$ cat config.mk
export PLATFORM = sky130hd
export DESIGN_NAME = wss_front
export DESIGN_NICKNAME = d
export VERILOG_FILES = /design/src/sv/wss_pkg.sv /design/src/sv/wss_front.sv
export SDC_FILE = /design/constraint.sdc
export NUM_CORES = 1
export LEC_CHECK = 0
export BUFFER_PORTS_ARGS = -buffer_cell sky130_fd_sc_hd__buf_4
export CORE_MARGIN = 5
export CORE_UTILIZATION = 29
export CTS_CLUSTER_SIZE = 30
export DETAILED_ROUTE_END_ITERATION = 16
export PLACE_DENSITY = 0.92
export SETUP_SLACK_MARGIN = 0.5
export SKIP_LAST_GASP = 1
export SYNTH_ARGS = -nofsm -noshare
export SYNTH_HDL_FRONTEND = slang
export SYNTH_SLANG_ARGS = --single-unit
$ cat constraint.sdc
create_clock -name clk -period 1.6 [get_ports clk]
set_input_delay 0.32 -clock clk [delete_from_list [all_inputs] [get_ports clk]]
set_output_delay 0.32 -clock clk [all_outputs]
set_load 0.05 [all_outputs]
$ cat src/sv/wss_pkg.sv
`default_nettype none
package wss_pkg;

  localparam int MAX_ENTRIES = 64;
  localparam int WEIGHT_BITS = 32;
  localparam int IDX_W       = $clog2(MAX_ENTRIES);
  localparam int CNT_W       = IDX_W + 1;
  localparam int SUM_W       = WEIGHT_BITS + IDX_W;
  localparam int WIN_BITS    = (WEIGHT_BITS < 32) ? WEIGHT_BITS : 32;
  localparam int QUEUE_DEPTH = 4;
  localparam int QPTR_W      = $clog2(QUEUE_DEPTH);

  localparam logic [1:0] ST_SELECTED = 2'd0;
  localparam logic [1:0] ST_EMPTY    = 2'd1;
  localparam logic [1:0] ST_RAN_OFF  = 2'd2;

  typedef struct packed {
    logic [7:0]  antigen_id;
    logic [15:0] substrain_id;
    logic [31:0] weight;
    logic        entry_present;
    logic [15:0] random_fraction;
    logic        last_entry;
  } in_req_t;

  typedef struct packed {
    logic [7:0]  chosen_antigen;
    logic [15:0] chosen_substrain;
    logic [1:0]  select_status;
    logic        overflow_flag;
  } out_req_t;

  // Classified request handed from front to back
  typedef struct packed {
    logic                   store;
    logic                   drop;
    logic                   last;
    logic [7:0]             antigen;
    logic [15:0]            sid;
    logic [WEIGHT_BITS-1:0] weight;
    logic [15:0]            frac;
  } op_t;

  typedef struct packed {
    logic [15:0]      sid;
    logic [SUM_W-1:0] prefix;
    logic             positive;
  } entry_t;

  typedef enum logic [3:0] {
    S_LOAD = 4'b0001,
    S_MUL  = 4'b0010,
    S_SCAN = 4'b0100,
    S_EMIT = 4'b1000
  } back_state_t;

endpackage
`default_nettype wire

$ cat src/sv/wss_front.sv
`default_nettype none
module wss_front (
  input  wire logic             clk,
  input  wire logic             rst_n,
  input  wire logic             in_valid,
  output logic                  in_stall,
  input  wire wss_pkg::in_req_t in_data,
  input  wire logic             q_full,
  output logic                  q_push,
  output wss_pkg::op_t          q_op
);

  logic [wss_pkg::CNT_W-1:0] count_r, count_nxt;
  logic accept;
  logic store;

  assign in_stall = q_full;
  assign accept   = in_valid && !q_full;
  assign store    = in_data.entry_present &&
                    (count_r < wss_pkg::CNT_W'(wss_pkg::MAX_ENTRIES));

  // drop requests that neither carry an entry nor end a list
  assign q_push = accept && (in_data.entry_present || in_data.last_entry);

  always_comb begin
    q_op.store   = store;
    q_op.drop    = in_data.entry_present && !store;
    q_op.last    = in_data.last_entry;
    q_op.antigen = in_data.antigen_id;
    q_op.sid     = in_data.substrain_id;
    q_op.weight  = wss_pkg::WEIGHT_BITS'(in_data.weight[wss_pkg::WIN_BITS-1:0]);
    q_op.frac    = in_data.random_fraction;
  end

  always_comb begin
    count_nxt = count_r;
    if (accept) begin
      if (in_data.last_entry) begin
        count_nxt = '0;
      end else if (store) begin
        count_nxt = count_r + 1'b1;
      end
    end
  end

  always_ff @(posedge clk) begin
    if (!rst_n) begin
      count_r <= '0;
    end else begin
      count_r <= count_nxt;
    end
  end

endmodule
`default_nettype wire

==> flow_metrics.env <==
export IMPL_synth_top_cell_area_share_pct=58.3
export IMPL_finalSetupViolCount=0
export IMPL_layout_common_cells="buf_4 (10), nand2_1 (4), nor2_1 (4), buf_6 (4)"
export IMPL_totalPowerFinal_mw=0.419
export IMPL_hpwl_mm=1.02
export IMPL_fin_area_sq_um=681
export IMPL_place_congestion=0.811
export IMPL_drt_total_wl_mm=1.50
export IMPL_dieArea_sq_um=4640
export IMPL_via_per_inst=4.19
export IMPL_clock_sinks=7
export IMPL_h_tree_depth=1
export IMPL_largest_reg_flops=7
export IMPL_drc=0
export IMPL_grt_pass1_vias=479
export IMPL_grtUsageMet3_pct=4.76
export IMPL_cts_buffers=3
export IMPL_hp_class="in -> reg"
export IMPL_drive_above_1_share_pct=50.8
export IMPL_die_w_um=68.1
export IMPL_drv_cap=0
export IMPL_final_common_cell="buf_4"
export IMPL_fmax_mhz=810
export IMPL_cts_hold_buf=0
export IMPL_fin_nets=143
export IMPL_die_height_um=68.1
export IMPL_max_slew_margin_pct=87.0
export IMPL_first_pass_iters=6
export IMPL_required_ns=1.28
export IMPL_worstMarginPinSlew_ns=0.194
export IMPL_wl_per_cell_um=13.8
export IMPL_place_area_sq_um=537
export IMPL_antenna_cells=0
export IMPL_powerDensity_nw_per_um2=615
export IMPL_p_leak_nw=0.278
export IMPL_dpl_worst_slack_ns=0.363
export IMPL_post_route_period_util_pct=77.2
export IMPL_arrival_ns=0.92
export IMPL_antenna_found_initial=0
export IMPL_busiest_layer="met4"
export IMPL_synth_cell_type_count=25
export IMPL_cp_max_fo=3
export IMPL_grt_pass1_wl_mm=2.18
export IMPL_path_clk_slew_ns=0.05
export IMPL_yosysSeqAreaShare_pct=14.3
export IMPL_fin_setup_tns_ns=0
export IMPL_slew_viol_final=0
export IMPL_setup_slack_ns=0.365
export IMPL_num_vias=457
export IMPL_worstSkewPairLatency_ns=0.25
export IMPL_clock_root_buffer="clkbuf_4"
export IMPL_gr_usage_met2_pct=9.15
export IMPL_rows=21
export IMPL_drt_iter0_drc=44
export IMPL_criticalPathCategory="reg -> out"
export IMPL_synth_area_sq_um=978
export IMPL_rsz0062_at_grt="true"
export IMPL_area_growth_pct=-30.4
export IMPL_clockBufferDepth=2
export IMPL_ys_ff_latch=7
export IMPL_synth_top_area_cell="buf_4"
export IMPL_port_buffers=10
export IMPL_ant_nets=0
export IMPL_peakVddDrop_mv=0.144
export IMPL_status="finished clean"
export IMPL_hold_violations=0
export IMPL_synth_area_per_cell_sq_um=8.15
export IMPL_regMostFlops="count_r"
export IMPL_grt_max_degree=11
export IMPL_grtUsageTotal_pct=6.71
export IMPL_cp_start_kind="flop"
export IMPL_synth_area_leaders="buf_4 (58%), dfxtp_1 (14%), xor2_1 (2.7%)"
export IMPL_synth_warnings=0
export IMPL_postSynthCellCount=120
export IMPL_syn_num_nets=199
export IMPL_fin_cells=109
export IMPL_cts_tree="yes"
export IMPL_largest_registers="count_r (7)"
export IMPL_ioPinCount=155
export IMPL_core_area_sq_um=3310
export IMPL_start_util_pct=29.6
export IMPL_skew_ns=0.000515
export IMPL_grt_overflow_total=0
export IMPL_dpl_cell_count=99
export IMPL_end_kind="output pin"
export IMPL_period_needed_ns=1.24
export IMPL_grt_use_met1_pct=4.29
cell usage after synthesis, drive strengths merged:
| cell | number |
|---|---|
| a21boi | 1 |
| and2 | 2 |
| xor2 | 3 |
| and3 | 2 |
| nand3b | 1 |
| o211ai | 2 |
| and2b | 1 |
| dfxtp | 7 |
| ha | 1 |
| nand4b | 1 |
| nor2 | 6 |
| o21ai | 2 |
| a21oi | 2 |
| a22oi | 1 |
| nor3b | 1 |
| nand2 | 4 |
| buf | 77 |
| o211a | 1 |
| nand2b | 1 |
| a41oi | 1 |
| o2111ai | 1 |
| nor2b | 2 |
through the flow:
step	hold WS, ns	util, %
3_5_place_dp	0.503	16.2
3_3_place_gp	0.485	16.2
4_1_cts	0.322	19.5
2_1_floorplan	0.448	-
5_1_grt	0.334	20.6
6_report	0.327	20.6
final timing paths:
| check | start | endpoint | slack [ns] | cells past startpoint |
|---|---|---|---|---|
| worst max register to register | count_r[6]$_SDFFE_PN0P_ | count_r[3]$_SDFFE_PN0P_ | 0.43 | 5 |
| worst min-delay path | rst_n | count_r[1]$_SDFFE_PN0P_ | 0.33 | 2 |
| worst min register to register | count_r[3]$_SDFFE_PN0P_ | count_r[3]$_SDFFE_PN0P_ | 0.51 | 2 |
| worst max-delay path | count_r[6]$_SDFFE_PN0P_ | q_op[74] | 0.36 | 2 |
layer usage:
metal	wire length [um]	up-vias	part of all wire (%)
li1	-	196	-
met1	415	203	28
met2	690	32	46
met3	220	26	15
met4	172	0	11
met5	0	-	0
area by class of cell:
cell class / count / area [sq um]
repair buffers: 16 / 150
well taps: 46 / 57.6
multi-input cells: 36 / 297
clock buffers: 4 / 26.3
flip-flops and latches: 7 / 150
fillers: 363 / 2630
cells by family (layout without fill, tap and decap cells):
kind of cell	Yosys count	count (layout)	synth area share, %
compound gates	11	11	7.93
xor+xnor	3	3	2.69
fa+ha+maj	1	1	1.28
buf+inv	77	20	59.5
flops	7	7	14.3
simple gates	21	21	14.3
critical path: stages, from the launching register on:
cell and delay, ns:
dfxtp_4 0.35, nor2b_4 0.14, buf_6 0.17
report_power, final:
| group | switching [mW] | internal, mW | total [mW] |
|---|---|---|---|
| logic | 0.0489 | 0.0374 | 0.0862 |
| clock network | 0.0614 | 0.0949 | 0.156 |
| registers | 0.00204 | 0.174 | 0.176 |
repair_timing:
item | in CTS | in global routing
pin swaps | 3 | 6
setup endpoints to repair | 5 | 9
setup buffers | 5 | 1
cloned | 0 | 0
gates resized for setup | 14 | 7
(Power assumes the default switching activity.)
