===== src/sv/wss_pkg.sv =====
`default_nettype none
package wss_pkg;

  localparam int MAX_ENTRIES = 64;
  localparam int WEIGHT_BITS = 32;
  localparam int IDX_W       = $clog2(MAX_ENTRIES);
  localparam int CNT_W       = IDX_W + 1;
  localparam int SUM_W       = WEIGHT_BITS + IDX_W;
  localparam int WIN_BITS    = (WEIGHT_BITS < 32) ? WEIGHT_BITS : 32;
  localparam int QUEUE_DEPTH = 4;
  localparam int QPTR_W      = $clog2(QUEUE_DEPTH);

  localparam logic [1:0] ST_SELECTED = 2'd0;
  localparam logic [1:0] ST_EMPTY    = 2'd1;
  localparam logic [1:0] ST_RAN_OFF  = 2'd2;

  typedef struct packed {
    logic [7:0]  antigen_id;
    logic [15:0] substrain_id;
    logic [31:0] weight;
    logic        entry_present;
    logic [15:0] random_fraction;
    logic        last_entry;
  } in_req_t;

  typedef struct packed {
    logic [7:0]  chosen_antigen;
    logic [15:0] chosen_substrain;
    logic [1:0]  select_status;
    logic        overflow_flag;
  } out_req_t;

  // Classified request handed from front to back
  typedef struct packed {
    logic                   store;
    logic                   drop;
    logic                   last;
    logic [7:0]             antigen;
    logic [15:0]            sid;
    logic [WEIGHT_BITS-1:0] weight;
    logic [15:0]            frac;
  } op_t;

  typedef struct packed {
    logic [15:0]      sid;
    logic [SUM_W-1:0] prefix;
    logic             positive;
  } entry_t;

  typedef enum logic [3:0] {
    S_LOAD = 4'b0001,
    S_MUL  = 4'b0010,
    S_SCAN = 4'b0100,
    S_EMIT = 4'b1000
  } back_state_t;

endpackage
`default_nettype wire


===== src/sv/wss_back.sv =====
`default_nettype none
module wss_back (
  input  wire logic          clk,
  input  wire logic          rst_n,
  input  wire logic          op_valid,
  input  wire wss_pkg::op_t  op,
  output logic               op_pop,
  output logic               out_valid,
  input  wire logic          out_stall,
  output wss_pkg::out_req_t  out_data
);

  localparam int PROD_W = wss_pkg::SUM_W + 16;

  wss_pkg::entry_t mem [wss_pkg::MAX_ENTRIES];
  wss_pkg::entry_t rd_data_r;
  wss_pkg::entry_t wr_data;
  logic            mem_we;

  wss_pkg::back_state_t st_r, st_nxt;
  logic [wss_pkg::SUM_W-1:0] total_r, total_nxt, target_r, target_nxt;
  logic [wss_pkg::CNT_W-1:0] cnt_r, cnt_nxt, ra_r, ra_nxt;
  logic                      drop_r, drop_nxt, dv_r, dv_nxt;
  logic [7:0]                antigen_r, antigen_nxt;
  logic [15:0]               frac_r, frac_nxt;
  logic [15:0]               chosen_r, chosen_nxt, res_sub_r, res_sub_nxt;
  logic [1:0]                res_st_r, res_st_nxt;
  logic                      out_valid_r, out_valid_nxt;
  wss_pkg::out_req_t         out_data_r, out_data_nxt;
  logic [wss_pkg::SUM_W-1:0] sum_in;
  logic [PROD_W-1:0]         prod;
  logic                      out_free;

  assign out_valid = out_valid_r;
  assign out_data  = out_data_r;
  assign out_free  = !out_valid_r || !out_stall;
  assign op_pop    = (st_r == wss_pkg::S_LOAD) && op_valid;

  assign sum_in = total_r + wss_pkg::SUM_W'(op.weight);
  assign prod   = PROD_W'(total_r) * PROD_W'(frac_r);

  always_comb begin
    wr_data.sid      = op.sid;
    wr_data.prefix   = sum_in;
    wr_data.positive = (op.weight != '0);
    mem_we           = op_pop && op.store;
  end

  always_comb begin
    st_nxt        = st_r;
    total_nxt     = total_r;
    target_nxt    = target_r;
    cnt_nxt       = cnt_r;
    ra_nxt        = ra_r;
    drop_nxt      = drop_r;
    dv_nxt        = dv_r;
    antigen_nxt   = antigen_r;
    frac_nxt      = frac_r;
    chosen_nxt    = chosen_r;
    res_sub_nxt   = res_sub_r;
    res_st_nxt    = res_st_r;
    out_data_nxt  = out_data_r;
    out_valid_nxt = out_valid_r && out_stall;
    case (st_r)
      wss_pkg::S_LOAD: begin
        if (op_pop) begin
          if (op.store) begin
            total_nxt = sum_in;
            cnt_nxt   = cnt_r + 1'b1;
          end
          drop_nxt = drop_r | op.drop;
          if (op.last) begin
            antigen_nxt = op.antigen;
            frac_nxt    = op.frac;
            st_nxt      = wss_pkg::S_MUL;
          end
        end
      end
      wss_pkg::S_MUL: begin
        target_nxt = prod[PROD_W-1:16];
        ra_nxt     = '0;
        dv_nxt     = 1'b0;
        chosen_nxt = '0;
        if (total_r == '0) begin
          res_sub_nxt = '0;
          res_st_nxt  = wss_pkg::ST_EMPTY;
          st_nxt      = wss_pkg::S_EMIT;
        end else begin
          st_nxt = wss_pkg::S_SCAN;
        end
      end
      wss_pkg::S_SCAN: begin
        // advance the read address; data for ra_r shows up next cycle
        dv_nxt = (ra_r < cnt_r);
        if (ra_r < cnt_r) begin
          ra_nxt = ra_r + 1'b1;
        end
        if (dv_r && rd_data_r.positive) begin
          chosen_nxt = rd_data_r.sid;
          if (rd_data_r.prefix >= target_r) begin
            res_sub_nxt = rd_data_r.sid;
            res_st_nxt  = wss_pkg::ST_SELECTED;
            st_nxt      = wss_pkg::S_EMIT;
          end
        end
        if (!dv_r && (ra_r == cnt_r)) begin
          res_sub_nxt = chosen_r;
          res_st_nxt  = wss_pkg::ST_RAN_OFF;
          st_nxt      = wss_pkg::S_EMIT;
        end
      end
      wss_pkg::S_EMIT: begin
        if (out_free) begin
          out_valid_nxt                 = 1'b1;
          out_data_nxt.chosen_antigen   = antigen_r;
          out_data_nxt.chosen_substrain = res_sub_r;
          out_data_nxt.select_status    = res_st_r;
          out_data_nxt.overflow_flag    = drop_r;
          total_nxt                     = '0;
          cnt_nxt                       = '0;
          drop_nxt                      = 1'b0;
          st_nxt                        = wss_pkg::S_LOAD;
        end
      end
      default: begin
        st_nxt = wss_pkg::S_LOAD;
      end
    endcase
  end

  always_ff @(posedge clk) begin
    if (mem_we) begin
      mem[cnt_r[wss_pkg::IDX_W-1:0]] <= wr_data;
    end
    rd_data_r <= mem[ra_r[wss_pkg::IDX_W-1:0]];
  end

  always_ff @(posedge clk) begin
    if (!rst_n) begin
      st_r        <= wss_pkg::S_LOAD;
      total_r     <= '0;
      cnt_r       <= '0;
      drop_r      <= 1'b0;
      dv_r        <= 1'b0;
      ra_r        <= '0;
      out_valid_r <= 1'b0;
    end else begin
      st_r        <= st_nxt;
      total_r     <= total_nxt;
      cnt_r       <= cnt_nxt;
      drop_r      <= drop_nxt;
      dv_r        <= dv_nxt;
      ra_r        <= ra_nxt;
      out_valid_r <= out_valid_nxt;
    end
  end

  always_ff @(posedge clk) begin
    target_r   <= target_nxt;
    antigen_r  <= antigen_nxt;
    frac_r     <= frac_nxt;
    chosen_r   <= chosen_nxt;
    res_sub_r  <= res_sub_nxt;
    res_st_r   <= res_st_nxt;
    out_data_r <= out_data_nxt;
  end

endmodule
`default_nettype wire


===== config.mk =====
export PLATFORM = sky130hd
export DESIGN_NAME = wss_back
export DESIGN_NICKNAME = d
export VERILOG_FILES = /design/src/sv/wss_pkg.sv /design/src/sv/wss_back.sv
export SDC_FILE = /design/constraint.sdc
export NUM_CORES = 2
export LEC_CHECK = 0
export BUFFER_PORTS_ARGS = -buffer_cell sky130_fd_sc_hd__buf_2
export CORE_MARGIN = 4
export CORE_UTILIZATION = 40
export CTS_CLUSTER_DIAMETER = 100
export DETAILED_ROUTE_END_ITERATION = 7
export GPL_TIMING_DRIVEN = 0
export PLACE_DENSITY = 0.57
export SYNTH_ARGS = -nofsm -noshare
export SYNTH_HDL_FRONTEND = slang
export SYNTH_SLANG_ARGS = --single-unit

===== constraint.sdc =====
create_clock -name clk -period 19.9 [get_ports clk]
set_clock_uncertainty 0.05 [all_clocks]
set_input_delay 1.99 -clock clk [delete_from_list [all_inputs] [get_ports clk]]
set_output_delay 1.99 -clock clk [all_outputs]
set_load 0.03 [all_outputs]

==> flow_summary_export.csv <==
group,metric,value,unit
routing,wl_per_cell,32.6,µm
timing,hold_violations,0,
timing,grt_setup_unrepaired,"no",
pwr,irDropWorstVdd,0.0806,mV
clock_network,cts_made_buffers,388,
floorplan,die_area,417000,µm²
final_layout,final_util,0.466,
setup_path,arrival,9.24,ns
pwr,finalPower,18.8,mW
global_route,antenna_found_initial,41,
clock_network,cts_tree,"yes",
synthesis,synth_cells,8194,
setup_path,critPathLaunchType,"flop",
job,maxCapViolCount,0,
routing,num_vias,84500,
clock_network,clk_latency,0.97,ns
routing,drt-total-wl,479000,µm
timing,finalSetupViolations,0,
routing,antenna_left,0,
synthesis,seq_area_frac_synth,0.687,
synthesis,syn_area,163000,µm²
synthesis,yosysWarningCount,0,
place,place.gp.congestion,0.934,
synthesis,synth_edf_count,3643,
final_layout,ff_latch_area,112000,µm²
final_layout,multi_input_area,47700,µm²
final_layout,n_fill_cell,33400,
place,io_buffers,107,
timing,finalMaxSlewViolations,0,
pwr,seqPwrFrac,0.489,
timing,setup_tns,0,ns
clock_network,cts_setup_buffers,0,
floorplan,die_y,646,µm
global_route,grt_pass1_wl,673000,µm
global_route,grt_usage,0.229,
setup_path,end_kind,"flop",
global_route,grt_overflow_total,0,
clock_network,cts_resized,0,
routing,dr.pass1.iters,6,
pwr,p_int,14.0,mW
final_layout,drive_gt1_frac,0.244,
global_route,grt_max_degree,65,
timing,finalCriticalPeriod,8.63,ns
floorplan,die_x,646,µm
pwr,comb_power_share,0.132,
floorplan,core_area,404000,µm²
timing,min_period_over_period,0.434,
synthesis,syn_nets,8977,
floorplan,rows,233,
pwr,p_switching,4.81,mW
routing,via_per_inst,5.75,
setup_path,cp_max_fo,10,
clock_network,cts_buffer_depth,4,
synthesis,synth_flop_cell,"edfxtp_1",
synthesis,synth-seq-cells,3757,
timing,tightest_slew,1.35,ns
routing,first_iter_violations,10200,
clock_network,clk_root_buffer_cell,"clkbuf_16",
clock_network,cts.sinks,3757,
timing,fin_ws,11.27,ns
floorplan,io-pin-count,108,
pwr,p_per_area,99.7,nW/µm²
place,post-place-ws,11.36,ns
clock_network,path_clk_slew,0.06,ns
final_layout,final_nets,9738,
global_route,grt_pass1_vias,87000,
pwr,pwr-share-clk,0.379,
clock_network,holdBufCountCts,0,
pwr,netSwitchingFraction,0.256,
synthesis,synthArstFlopShare,0,
floorplan,initial_core_util,0.403,
hold_path,hold_class,"reg -> reg",
routing,remaining_drc_errors,0,
timing,slew_headroom,0.0986,
setup_path,cp_data_required_time,20.51,ns
place,dpl.hpwl,342000,µm
synthesis,yosysUniqueCellTypes,73,
setup_path,r2r_setup_slack,11.27,ns
final_layout,areaGrowthSynthToFinish,15.8,%
outcome,status,"completed",
pwr,p_leak,61.0,nW
setup_path,path_class,"reg -> reg",
timing,fmaxAchievable,0.116,GHz
timing,hold_ws,0.373,ns
synthesis,avgSynthCellArea,19.8,µm²
clock_network,htree_num_levels,5,
-- per-stage QoR --
step                area, µm²  cells
CTS                    188000  14700
finish                 188000  14700
global placement       170000  13700
detailed placement     176000  14000
global route           188000  14700
floorplan              163000   8194
-- cells by family (layout without fill, tap and decap cells) --
kind of cell | after synthesis | after routing | share of synthesized area
XOR/XNOR | 74 | 74 | 0.00399
multiplexers | 1172 | 1172 | 0.161
flip-flops | 3757 | 3757 | 0.687
adder cells (fa/ha/maj) | 704 | 704 | 0.0773
AO/OA/AOI/OAI | 333 | 333 | 0.0136
buffers and inverters | 1051 | 2140 | 0.0252
other | 0 | 13 | 0
AND/OR/NAND/NOR | 1103 | 1103 | 0.0319
-- synth_stat cells (all sizes together) (17+ instances only) --
cell | instances | area share
a211oi | 19 | 0.00091
a21boi | 25 | 0.0012
a21o | 41 | 0.0019
a21oi | 94 | 0.0029
and2 | 221 | 0.0085
and3 | 18 | 0.00069
buf | 124 | 0.0038
clkbuf | 309 | 0.0071
dfxtp | 114 | 0.014
edfxtp | 3643 | 0.67
fa | 502 | 0.062
ha | 202 | 0.016
inv | 617 | 0.014
mux2i | 17 | 0.0010
mux4 | 1155 | 0.16
nand2 | 509 | 0.012
nand3 | 58 | 0.0018
nand4 | 36 | 0.0014
nor2 | 151 | 0.0035
nor2b | 18 | 0.00069
nor3 | 27 | 0.00083
nor4 | 24 | 0.00092
o21ai | 53 | 0.0016
xnor2 | 50 | 0.0027
xor2 | 24 | 0.0013
-- sequential cells by signal, summed over array words and instances, names as in the netlist --
register,cells
antigen_r,8
drop_r,1
out_data,27
st_r,4
res_sub_r,16
target_r,38
mem,3520
res_st_r,2
rd_data_r,55
out_valid,1
ra_r,7
cnt_r,7
total_r,38
chosen_r,16
dv_r,1
frac_r,16
-- routing by layer --
metal / part of all wire / GRT usage / vias up
li1: - / - / 33700
met1: 0.39 / 0.309 / 46100
met2: 0.49 / 0.378 / 3799
met3: 0.080 / 0.0386 / 838
met4: 0.039 / 0.0795 / 6
met5: 0.00010 / 0 / -
-- worst max-delay path, cell delays in order, from the launching register on --
cell and delay (ns):
edfxtp_1 0.49, clkbuf_1 0.57, clkbuf_1 0.70, nand2_1 0.18, fa_1 0.54, fa_1 0.51
fa_1 0.51, inv_1 0.06, fa_1 0.52, fa_1 0.56, fa_1 0.45, ha_1 0.39
nand4_1 0.17, a211oi_1 0.25, a211oi_1 0.20, nor4_1 0.80, o221ai_1 0.43, o221a_2 0.41
o21ba_1 0.21, xnor2_1 0.37
-- path summary, 6_finish.rpt --
check | startpoint | to | cells after the start
hold reg to reg | antigen_r[1] | out_data[20] | 0
setup / recovery | frac_r[1] | target_r[19] | 19
hold / removal | antigen_r[1] | out_data[20] | 0
setup reg to reg | frac_r[1] | target_r[19] | 19
-- power by group through the flow --
stage	Sequential, mW	Clock (mW)	Combinational, mW
floorplan	9.35	0	1.40
detailed placement	9.34	0	2.42
finish	9.18	7.12	2.48
global placement	9.44	0	2.20
global route	9.17	7.59	2.72
CTS	9.17	7.25	2.47
-- layout make-up --
class                      instances  area share
tap                             5405      0.0359
antenna                           13    0.000173
buffer                           433     0.00959
timing repair buffer             371      0.0294
sequential                      3757       0.593
clock buffer                     498      0.0544
clock inverter                   220      0.0117
multi-input combinational       3386       0.253
inverter                         618      0.0123
-- cell usage in the layout (no fill, tap or decap), types with 27 or more instances in the layout --
cell	Yosys	routed
and2_1	221	220
nand4_1	36	36
clkinv_1	1	93
buf_8	0	38
o21ai_0	30	29
edfxtp_1	3643	3643
nor3_1	27	27
fa_1	502	502
clkinv_2	0	60
nand2_1	509	509
bufinv_16	0	30
nand3_1	58	58
buf_1	46	43
inv_1	617	614
ha_1	202	201
a21oi_1	94	91
dfxtp_1	114	114
a21o_1	41	41
nor2_4	0	65
xnor2_1	50	31
clkbuf_16	0	391
buf_2	61	171
buf_12	0	185
mux4_2	1155	1155
nor2_1	151	84
clkbuf_1	309	396
(Power assumes the default switching activity.)
