$ cat config.mk
export PLATFORM = sky130hd
export DESIGN_NAME = wss_queue
export DESIGN_NICKNAME = d
export VERILOG_FILES = /design/src/sv/wss_pkg.sv /design/src/sv/wss_queue.sv
export SDC_FILE = /design/constraint.sdc
export NUM_CORES = 1
export LEC_CHECK = 0
export ABC_AREA = 1
export BUFFER_PORTS_ARGS = -buffer_cell sky130_fd_sc_hd__buf_2
export CAP_MARGIN = 30
export CORE_MARGIN = 3
export CORE_UTILIZATION = 51
export CTS_BUF_LIST = sky130_fd_sc_hd__clkbuf_8
export DETAILED_ROUTE_END_ITERATION = 8
export GPL_TIMING_DRIVEN = 0
export PLACE_DENSITY = 0.79
export SKIP_LAST_GASP = 1
export SLEW_MARGIN = 20
export SYNTH_ARGS = -nofsm -noshare
export SYNTH_HDL_FRONTEND = slang
export SYNTH_SLANG_ARGS = --single-unit
export TNS_END_PERCENT = 100
$ cat constraint.sdc
create_clock -name clk -period 3.85 [get_ports clk]
set_input_delay 0 -clock clk [delete_from_list [all_inputs] [get_ports clk]]
set_output_delay 0 -clock clk [all_outputs]
set_load 0.03 [all_outputs]
$ cat src/sv/wss_pkg.sv
`default_nettype none
package wss_pkg;

  localparam int MAX_ENTRIES = 64;
  localparam int WEIGHT_BITS = 32;
  localparam int IDX_W       = $clog2(MAX_ENTRIES);
  localparam int CNT_W       = IDX_W + 1;
  localparam int SUM_W       = WEIGHT_BITS + IDX_W;
  localparam int WIN_BITS    = (WEIGHT_BITS < 32) ? WEIGHT_BITS : 32;
  localparam int QUEUE_DEPTH = 4;
  localparam int QPTR_W      = $clog2(QUEUE_DEPTH);

  localparam logic [1:0] ST_SELECTED = 2'd0;
  localparam logic [1:0] ST_EMPTY    = 2'd1;
  localparam logic [1:0] ST_RAN_OFF  = 2'd2;

  typedef struct packed {
    logic [7:0]  antigen_id;
    logic [15:0] substrain_id;
    logic [31:0] weight;
    logic        entry_present;
    logic [15:0] random_fraction;
    logic        last_entry;
  } in_req_t;

  typedef struct packed {
    logic [7:0]  chosen_antigen;
    logic [15:0] chosen_substrain;
    logic [1:0]  select_status;
    logic        overflow_flag;
  } out_req_t;

  // Classified request handed from front to back
  typedef struct packed {
    logic                   store;
    logic                   drop;
    logic                   last;
    logic [7:0]             antigen;
    logic [15:0]            sid;
    logic [WEIGHT_BITS-1:0] weight;
    logic [15:0]            frac;
  } op_t;

  typedef struct packed {
    logic [15:0]      sid;
    logic [SUM_W-1:0] prefix;
    logic             positive;
  } entry_t;

  typedef enum logic [3:0] {
    S_LOAD = 4'b0001,
    S_MUL  = 4'b0010,
    S_SCAN = 4'b0100,
    S_EMIT = 4'b1000
  } back_state_t;

endpackage
`default_nettype wire

$ cat src/sv/wss_queue.sv
`default_nettype none
module wss_queue (
  input  wire logic          clk,
  input  wire logic          rst_n,
  input  wire logic          push,
  input  wire wss_pkg::op_t  push_op,
  output logic               full,
  input  wire logic          pop,
  output logic               head_valid,
  output wss_pkg::op_t       head_op
);

  wss_pkg::op_t slot_r [wss_pkg::QUEUE_DEPTH];
  logic [wss_pkg::QPTR_W-1:0] wp_r, wp_nxt, rp_r, rp_nxt;
  logic [wss_pkg::QPTR_W:0]   fill_r, fill_nxt;

  assign full       = (fill_r == (wss_pkg::QPTR_W+1)'(wss_pkg::QUEUE_DEPTH));
  assign head_valid = (fill_r != '0);
  assign head_op    = slot_r[rp_r];

  always_comb begin
    wp_nxt   = push ? wp_r + 1'b1 : wp_r;
    rp_nxt   = pop ? rp_r + 1'b1 : rp_r;
    fill_nxt = fill_r;
    if (push && !pop) begin
      fill_nxt = fill_r + 1'b1;
    end else if (pop && !push) begin
      fill_nxt = fill_r - 1'b1;
    end
  end

  always_ff @(posedge clk) begin
    if (push) begin
      slot_r[wp_r] <= push_op;
    end
  end

  always_ff @(posedge clk) begin
    if (!rst_n) begin
      wp_r   <= '0;
      rp_r   <= '0;
      fill_r <= '0;
    end else begin
      wp_r   <= wp_nxt;
      rp_r   <= rp_nxt;
      fill_r <= fill_nxt;
    end
  end

endmodule
`default_nettype wire

==> results.py, run 1 <==
metrics = {
    "synthesis": {
        "synth_top_cell_area_share": 0.731,
        "synth_fa_ha_area_frac": 0.00670,
        "ys_top_cells_by_area": "edfxtp_1 (73%), o21ai_0 (5.3%), o22ai_2 (5.1%), nor2_4 (4.6%), nor2_1 (3.1%)",
        "synth_area_um2": 12300,
        "synth_warnings": 0,
        "synth_compound_area_frac": 0.130,
        "synth_top_family_by_area": "compound AO/OA/AOI/OAI gates",
        "netlist-cell-type-count": 24,
        "yosys.area_share.simple": 0.0834,
        "synth_seq_cells": 309,
        "synth-seq-area-share": 0.746,
        "synth_area_leader_cell": "edfxtp_1",
        "synth_xor_area_frac": 0,
        "avgSynthCellArea_um2": 15.7,
        "syn-num-nets": 869,
        "synth.area.mux_share": 0,
        "synthCells": 784,
    },
    "sta": {
        "worst_pin_slew_ns": 0.748,
        "setup-tns-final_ns": 0,
        "slew_headroom": 0.501,
        "setup_violations": 0,
        "rsz0062_at_grt": "no",
        "hold_viol_final": 0,
        "whs_ns": 0.192,
        "fin_skew_ns": 0.0167,
        "finalMaxSlewViolations": 0,
        "max_freq_mhz": 402,
        "period_needed_ns": 2.49,
        "finalCritPeriodShare": 0.646,
    },
    "floorplanning": {
        "die_area_um2": 26100,
        "row_count": 56,
        "core_area_um2": 23600,
        "initial_core_util": 0.522,
        "dieHeight_um": 161,
        "die_w_um": 161,
        "pin_count": 156,
    },
    "setup_path": {
        "endpoint_kind": "output port",
        "worstSetupStartpointType": "register",
        "critical_path.max_fanout": 10,
        "worst_ep_required_time_ns": 3.85,
        "slowest_delay_ns": 0.64,
        "worstPathCellList": "buf_6, clkbuf_1, nor2_1, o22ai_2, buf_2",
        "cp_slowest_cell": "dfxtp_1",
        "critical_path_class": "register to output port",
        "critical_path.top_delay_family": "buffers and inverters",
        "crit_arrival_ns": 2.49,
        "path_buf_inv": 3,
    },
    "placement": {
        "dp_cells": 1262,
        "placed_cell_area_um2": 13600,
        "place.gp.congestion": 0.714,
        "io_buffers": 155,
        "place_hpwl_um": 15600,
    },
    "global_route": {
        "antenna_found_initial": 0,
        "grt_pass1_vias": 7802,
        "grt_start_max_net_pins": 49,
        "grt_pass1_wl_um": 41600,
        "grt.total_usage": 0.205,
        "grt_overflow": 0,
    },
    "layout": {
        "stdcell_area_um2": 15200,
        "syn_to_final_growth_pct": 23.8,
        "final_cells": 1422,
        "antenna_cells": 0,
        "drive_gt1_frac": 0.326,
        "nNetsFinal": 1159,
    },
    "outcome": {
        "outcome": "finished, final reports clean",
    },
    "clock_network": {
        "clk_pin_slew_ns": 0.05,
        "cts_resized": 0,
        "clock_path_buffers": 3,
        "clock_latency_ns": 0.55,
        "cts_root_buf": "clkbuf_8",
        "ctsHtreeMaxLevel": 2,
        "holdBufCountCts": 79,
        "cts_setup_buffers": 0,
        "cts_tree": "built",
        "numCtsBuffers": 50,
        "clkSinkCount": 309,
    },
    "routing": {
        "routedWlPerCell_um": 18.9,
        "ant_nets": 0,
        "vias": 7505,
        "dr.pass1.iters": 4,
        "drc": 0,
        "drt-total-wl_um": 26900,
        "vias_per_cell": 5.28,
        "drt_iter0_drc": 531,
    },
    "power_and_ir_drop": {
        "seq_power_share": 0.525,
        "power_mw": 7.40,
        "clkPwrFrac": 0.333,
        "p_int_mw": 5.45,
        "p_switching_mw": 1.95,
        "power_switching_share": 0.263,
        "power_leakage_nw": 5.40,
        "p_per_area_nw_per_um2": 485,
        "p_comb_frac": 0.142,
        "vdd_drop_max_mv": 0.302,
    },
    "hold_path": {
        "hp-class": "primary input to register",
    },
    "job": {
        "cap_viol_max_count": 0,
    },
}
## placed cells by master, fill, tap and decap left out
cell type / n
clkinv_1: 9
nand4_1: 1
o21ai_2: 5
buf_6: 5
o22ai_1: 25
edfxtp_1: 300
nand3_1: 1
clkinvlp_4: 2
buf_16: 3
nor3_1: 1
a21oi_1: 4
o22ai_2: 50
bufinv_16: 1
inv_2: 1
inv_1: 25
nand2_1: 10
clkbuf_1: 21
buf_12: 8
clkbuf_8: 50
o21ai_1: 20
inv_6: 2
dlygate4sd3_1: 79
nor2_2: 5
nor2_4: 50
dfxtp_1: 9
inv_4: 4
o21ai_0: 131
fa_1: 1
buf_2: 170
nor2_1: 101
ha_1: 5
clkinv_2: 4
## through the flow
step	utilization	setup WS [ns]
after floorplan	-	1.38
after global placement	0.571	0.239
after detailed placement	0.576	1.94
after CTS	0.646	1.32
after global routing	0.646	1.19
final	0.646	1.36
## path summary, 6_finish.rpt
check / cells after the start / endpoint / startpoint / slack (ns)
worst min-delay path: 2 / slot_r[0][56] / push_op[56] / 0.19
worst max register to register: 4 / slot_r[3][23] / wp_r[0] / 2.04
worst min register to register: 1 / rp_r[1] / rp_r[1] / 0.44
worst max-delay path: 5 / head_op[63] / register / 1.36
## layout make-up
| cell class | count | area, um2 |
|---|---|---|
| flip-flops and latches | 309 | 9190 |
| fillers | 1681 | 8370 |
| multi-input cells | 410 | 2710 |
| repair buffers | 238 | 1670 |
| clock buffers | 50 | 688 |
| well taps | 319 | 399 |
| plain buffers | 48 | 350 |
| clock inverters | 31 | 160 |
| inverters | 17 | 78.8 |
## power groups by stage
stage                     logic (mW)  registers, mW  clock network [mW]
after floorplan                0.649           3.95                   0
after global placement         0.949           3.97                   0
after detailed placement       0.986           3.95                   0
after CTS                       1.05           3.89                2.50
after global routing            1.12           3.89                2.67
final                           1.05           3.89                2.47
## routing by layer
layer	vias up	part of all wire	global-route usage
li1	3530	-	-
met5	-	0	0
met3	48	0.057	0.0444
met4	0	0.021	0.0669
met1	3686	0.41	0.258
met2	241	0.51	0.355
## synthesized netlist by cell type
library cell,n
edfxtp_1,300
o21ai_0,131
nor2_1,101
nor2_4,50
o22ai_2,50
o22ai_1,25
clkbuf_1,21
o21ai_1,20
buf_2,15
inv_1,15
nand2_1,10
dfxtp_1,9
buf_12,7
buf_6,5
ha_1,5
nor2_2,5
o21ai_2,5
a21oi_1,4
fa_1,1
inv_2,1
inv_6,1
nand3_1,1
nand4_1,1
nor3_1,1
## logic make-up (layout without fill, tap and decap cells)
family          count (synthesis)  after routing
flops                         309            309
fa+ha+maj                       6              6
buf+inv                        65            384
compound gates                235            235
simple gates                  169            169
## state kept, by name (all words and copies together), names as in the netlist, named ones only
signal,flops
slot_r,300
rp_r,2
wp_r,2
fill_r,3
No activity file was read; power rests on OpenSTA's default activity.
==> run 2: changes to the inputs <==
--- a/config.mk
+++ b/config.mk
@@ -5,7 +5,7 @@
 export SDC_FILE = /design/constraint.sdc
 export NUM_CORES = 1
 export LEC_CHECK = 0
-export ABC_AREA = 1
+export ABC_AREA = 0
 export BUFFER_PORTS_ARGS = -buffer_cell sky130_fd_sc_hd__buf_2
 export CAP_MARGIN = 30
 export CORE_MARGIN = 3
==> constraint.sdc (replaced) <==
create_clock -name clk -period 2.3 [get_ports clk]
set_input_delay 0 -clock clk [delete_from_list [all_inputs] [get_ports clk]]
set_output_delay 0 -clock clk [all_outputs]
set_load 0.03 [all_outputs]
==> run 2 against run 1 <==
Sequential share of layout area rose by 4.7 points. Non-clock buffer count fell by 33. Highest routed layer unchanged. Hold slack improved by 0.013 ns.
==> results.py, run 2 <==
metrics = {
    "outcome": {
        "outcome": "finished, final reports clean",
    },
    "global_route": {
        "grt_overflow": 0,
        "grt.total_usage": 0.179,
        "grt_pass1_wl_um": 33200,
        "antenna_found_initial": 0,
        "grt_start_max_net_pins": 49,
        "grt_pass1_vias": 6177,
    },
    "synthesis": {
        "avgSynthCellArea_um2": 26.0,
        "yosys_most_used_dff": "edfxtp_1",
        "synth_seq_cells": 309,
        "synth_area_leader_cell": "edfxtp_1",
        "synth_xor_area_frac": 0.00389,
        "synth_top_cell_area_share": 0.800,
        "async_flop_share": 0,
        "synth.area.mux_share": 0.152,
        "yosys.area_share.simple": 0.00822,
        "synthCells": 434,
        "synth_warnings": 0,
        "synth_compound_area_frac": 0.00111,
        "synth_fa_ha_area_frac": 0.00733,
        "ys_top_cells_by_area": "edfxtp_1 (80%), mux4_2 (15%), dfxtp_1 (1.6%), buf_6 (0.60%), ha_1 (0.56%)",
        "netlist-cell-type-count": 20,
        "synth.top_cells.by_count": "edfxtp_1 (300), mux4_2 (75), and2_1 (9), dfxtp_1 (9)",
        "yosysMostFrequentCell": "edfxtp_1",
        "synth_top_family_by_area": "multiplexers",
        "synth-seq-area-share": 0.816,
        "synth_area_um2": 11300,
        "synth-edff-count": 300,
        "syn-num-nets": 519,
    },
    "placement": {
        "place.gp.congestion": 0.702,
        "placed_cell_area_um2": 12500,
        "io_buffers": 155,
        "place_hpwl_um": 12500,
    },
    "layout": {
        "largest_registers": "slot_r x300, fill_r x3",
        "final_cell_mix": "edfxtp_1 (300), buf_2 (161), dlygate4sd3_1 (78)",
        "nNetsFinal": 805,
        "largest_reg_flops": 300,
        "syn_to_final_growth_pct": 25.5,
        "stdcell_area_um2": 14100,
        "final_common_cell": "edfxtp_1",
        "regMostFlops": "slot_r",
        "drive_gt1_frac": 0.408,
        "antenna_cells": 0,
    },
    "clock_network": {
        "clock_path_buffers": 3,
        "clock_latency_ns": 0.54,
        "clk_pin_slew_ns": 0.06,
        "cts_tree": "built",
        "numCtsBuffers": 47,
        "ctsHtreeMaxLevel": 2,
        "cts_resized": 0,
        "cts_root_buf": "clkbuf_8",
        "clkSinkCount": 309,
    },
    "power_and_ir_drop": {
        "power_mw": 12.2,
        "p_per_area_nw_per_um2": 860,
        "power_leakage_nw": 4.95,
        "vdd_drop_max_mv": 0.493,
    },
    "sta": {
        "worst_pin_slew_ns": 0.757,
        "rsz0062_at_grt": "no",
        "finalCritPeriodShare": 0.920,
        "finalMaxSlewViolations": 0,
        "max_freq_mhz": 473,
        "fin_skew_ns": 0.00601,
        "slew_headroom": 0.496,
        "setup_violations": 0,
        "setup-tns-final_ns": 0,
        "period_needed_ns": 2.12,
        "whs_ns": 0.204,
        "hold_viol_final": 0,
    },
    "floorplanning": {
        "die_area_um2": 23900,
        "row_count": 53,
        "dieHeight_um": 155,
        "initial_core_util": 0.528,
        "core_area_um2": 21400,
        "die_w_um": 155,
        "pin_count": 156,
    },
    "routing": {
        "ant_nets": 0,
        "drt-total-wl_um": 20700,
        "drt_iter0_drc": 287,
        "dr.pass1.iters": 4,
        "drc": 0,
        "vias_per_cell": 5.32,
        "routedWlPerCell_um": 20.1,
        "vias": 5496,
    },
    "hold_path": {
        "hp-start": "push_op[0]",
        "hold_end": "slot_r[0][0]",
        "hold_depth": 2,
        "hp-class": "primary input to register",
    },
    "setup_path": {
        "critical_path_class": "register to output port",
        "r2r_cells": 4,
        "timing.critical_path.mode_cell": "buf_2",
        "rr_startpoint": "wp_r[0]",
        "endpoint_kind": "output port",
        "r2r_end": "slot_r[2][26]",
        "path_buf_inv": 3,
        "cp_slowest_cell": "mux4_2",
        "worstPathCellList": "buf_2, buf_2, mux4_2, buf_2",
        "critical_path.top_delay_family": "buffers and inverters",
        "slowest_delay_ns": 0.37,
        "crit_arrival_ns": 2.12,
        "critical_path.max_fanout": 10,
        "worstSetupStartpointType": "register",
        "r2r_slack_ns": 0.43,
        "worst_ep_required_time_ns": 2.30,
    },
    "job": {
        "cap_viol_max_count": 0,
    },
}
## run 2: cell count changes after synthesis, moves of 9 or more
| cell | delta |
|---|---|
| and2_1 | +9 |
| clkbuf_1 | -19 |
| nor2_4 | -50 |
| nand2_1 | -9 |
| o21ai_1 | -20 |
| mux4_2 | +75 |
| o22ai_1 | -25 |
| buf_2 | -9 |
| inv_1 | -11 |
| o21ai_0 | -130 |
| nor2_1 | -101 |
| o22ai_2 | -50 |
## run 2: worst max path at each step
stage,from,to,slack [ns],cells past startpoint
6_report,register,head_op[24],0.18,4
3_5_place_dp,wp_r[0],slot_r[2][11],0.41,4
4_1_cts,register,head_op[27],0.10,4
2_1_floorplan,wp_r[0],slot_r[2][0],0.39,3
3_3_place_gp,wp_r[0],slot_r[2][53],-0.26,3
5_1_grt,register,head_op[27],0.06,4
## run 2: kinds of logic (layout without fill, tap and decap cells)
| family | after synthesis | count (layout) |
|---|---|---|
| AOI/OAI and AO/OA | 2 | 2 |
| xor gates and xnor gates | 5 | 5 |
| adders and majority gates | 6 | 6 |
| buffers and inverters | 20 | 345 |
| DFF | 309 | 309 |
| muxes | 77 | 77 |
| and+or+nand+nor | 15 | 15 |
## run 2: what timing repair did
action / CTS / global route
setup buffers: 0 / 0
hold buffers: 78 / 0
endpoints found under the hold margin: 309 / 0
## run 2: worst reg2reg max path: stages (launching register included)
cell	delay, ns
dfxtp_1	0.35
inv_1	0.10
ha_1	0.14
and2_4	0.64
buf_12	0.30
## run 2: cell type report
class	count	area (um2)
inverters	4	15.0
clock buffers	51	702
flip-flops and latches	309	9190
fillers	1407	7220
plain buffers	16	120
clock inverters	37	154
multi-input cells	105	1950
repair buffers	237	1660
well taps	275	344
## run 2: power by group
part | internal, mW | switching [mW] | total (mW)
Sequential | 6.47 | 0.0682 | 6.53
Clock | 2.05 | 1.93 | 3.98
Combinational | 0.662 | 0.983 | 1.65
## run 2: per-layer routing
| layer | up-vias | part of all wire | track usage |
|---|---|---|---|
| met3 | 38 | 0.064 | 0.0436 |
| li1 | 2438 | - | - |
| met5 | - | 0 | 0 |
| met1 | 2832 | 0.39 | 0.221 |
| met2 | 188 | 0.53 | 0.315 |
| met4 | 0 | 0.020 | 0.0559 |
## run 2: stage by stage
step / std cells / util / worst slack [ns]
final: 1034 / 0.662 / 0.184
after floorplan: 434 / - / 0.388
after CTS: 1034 / 0.662 / 0.101
after global routing: 1034 / 0.662 / 0.0588
after detailed placement: 868 / 0.585 / 0.412
after global placement: 864 / 0.580 / -0.262
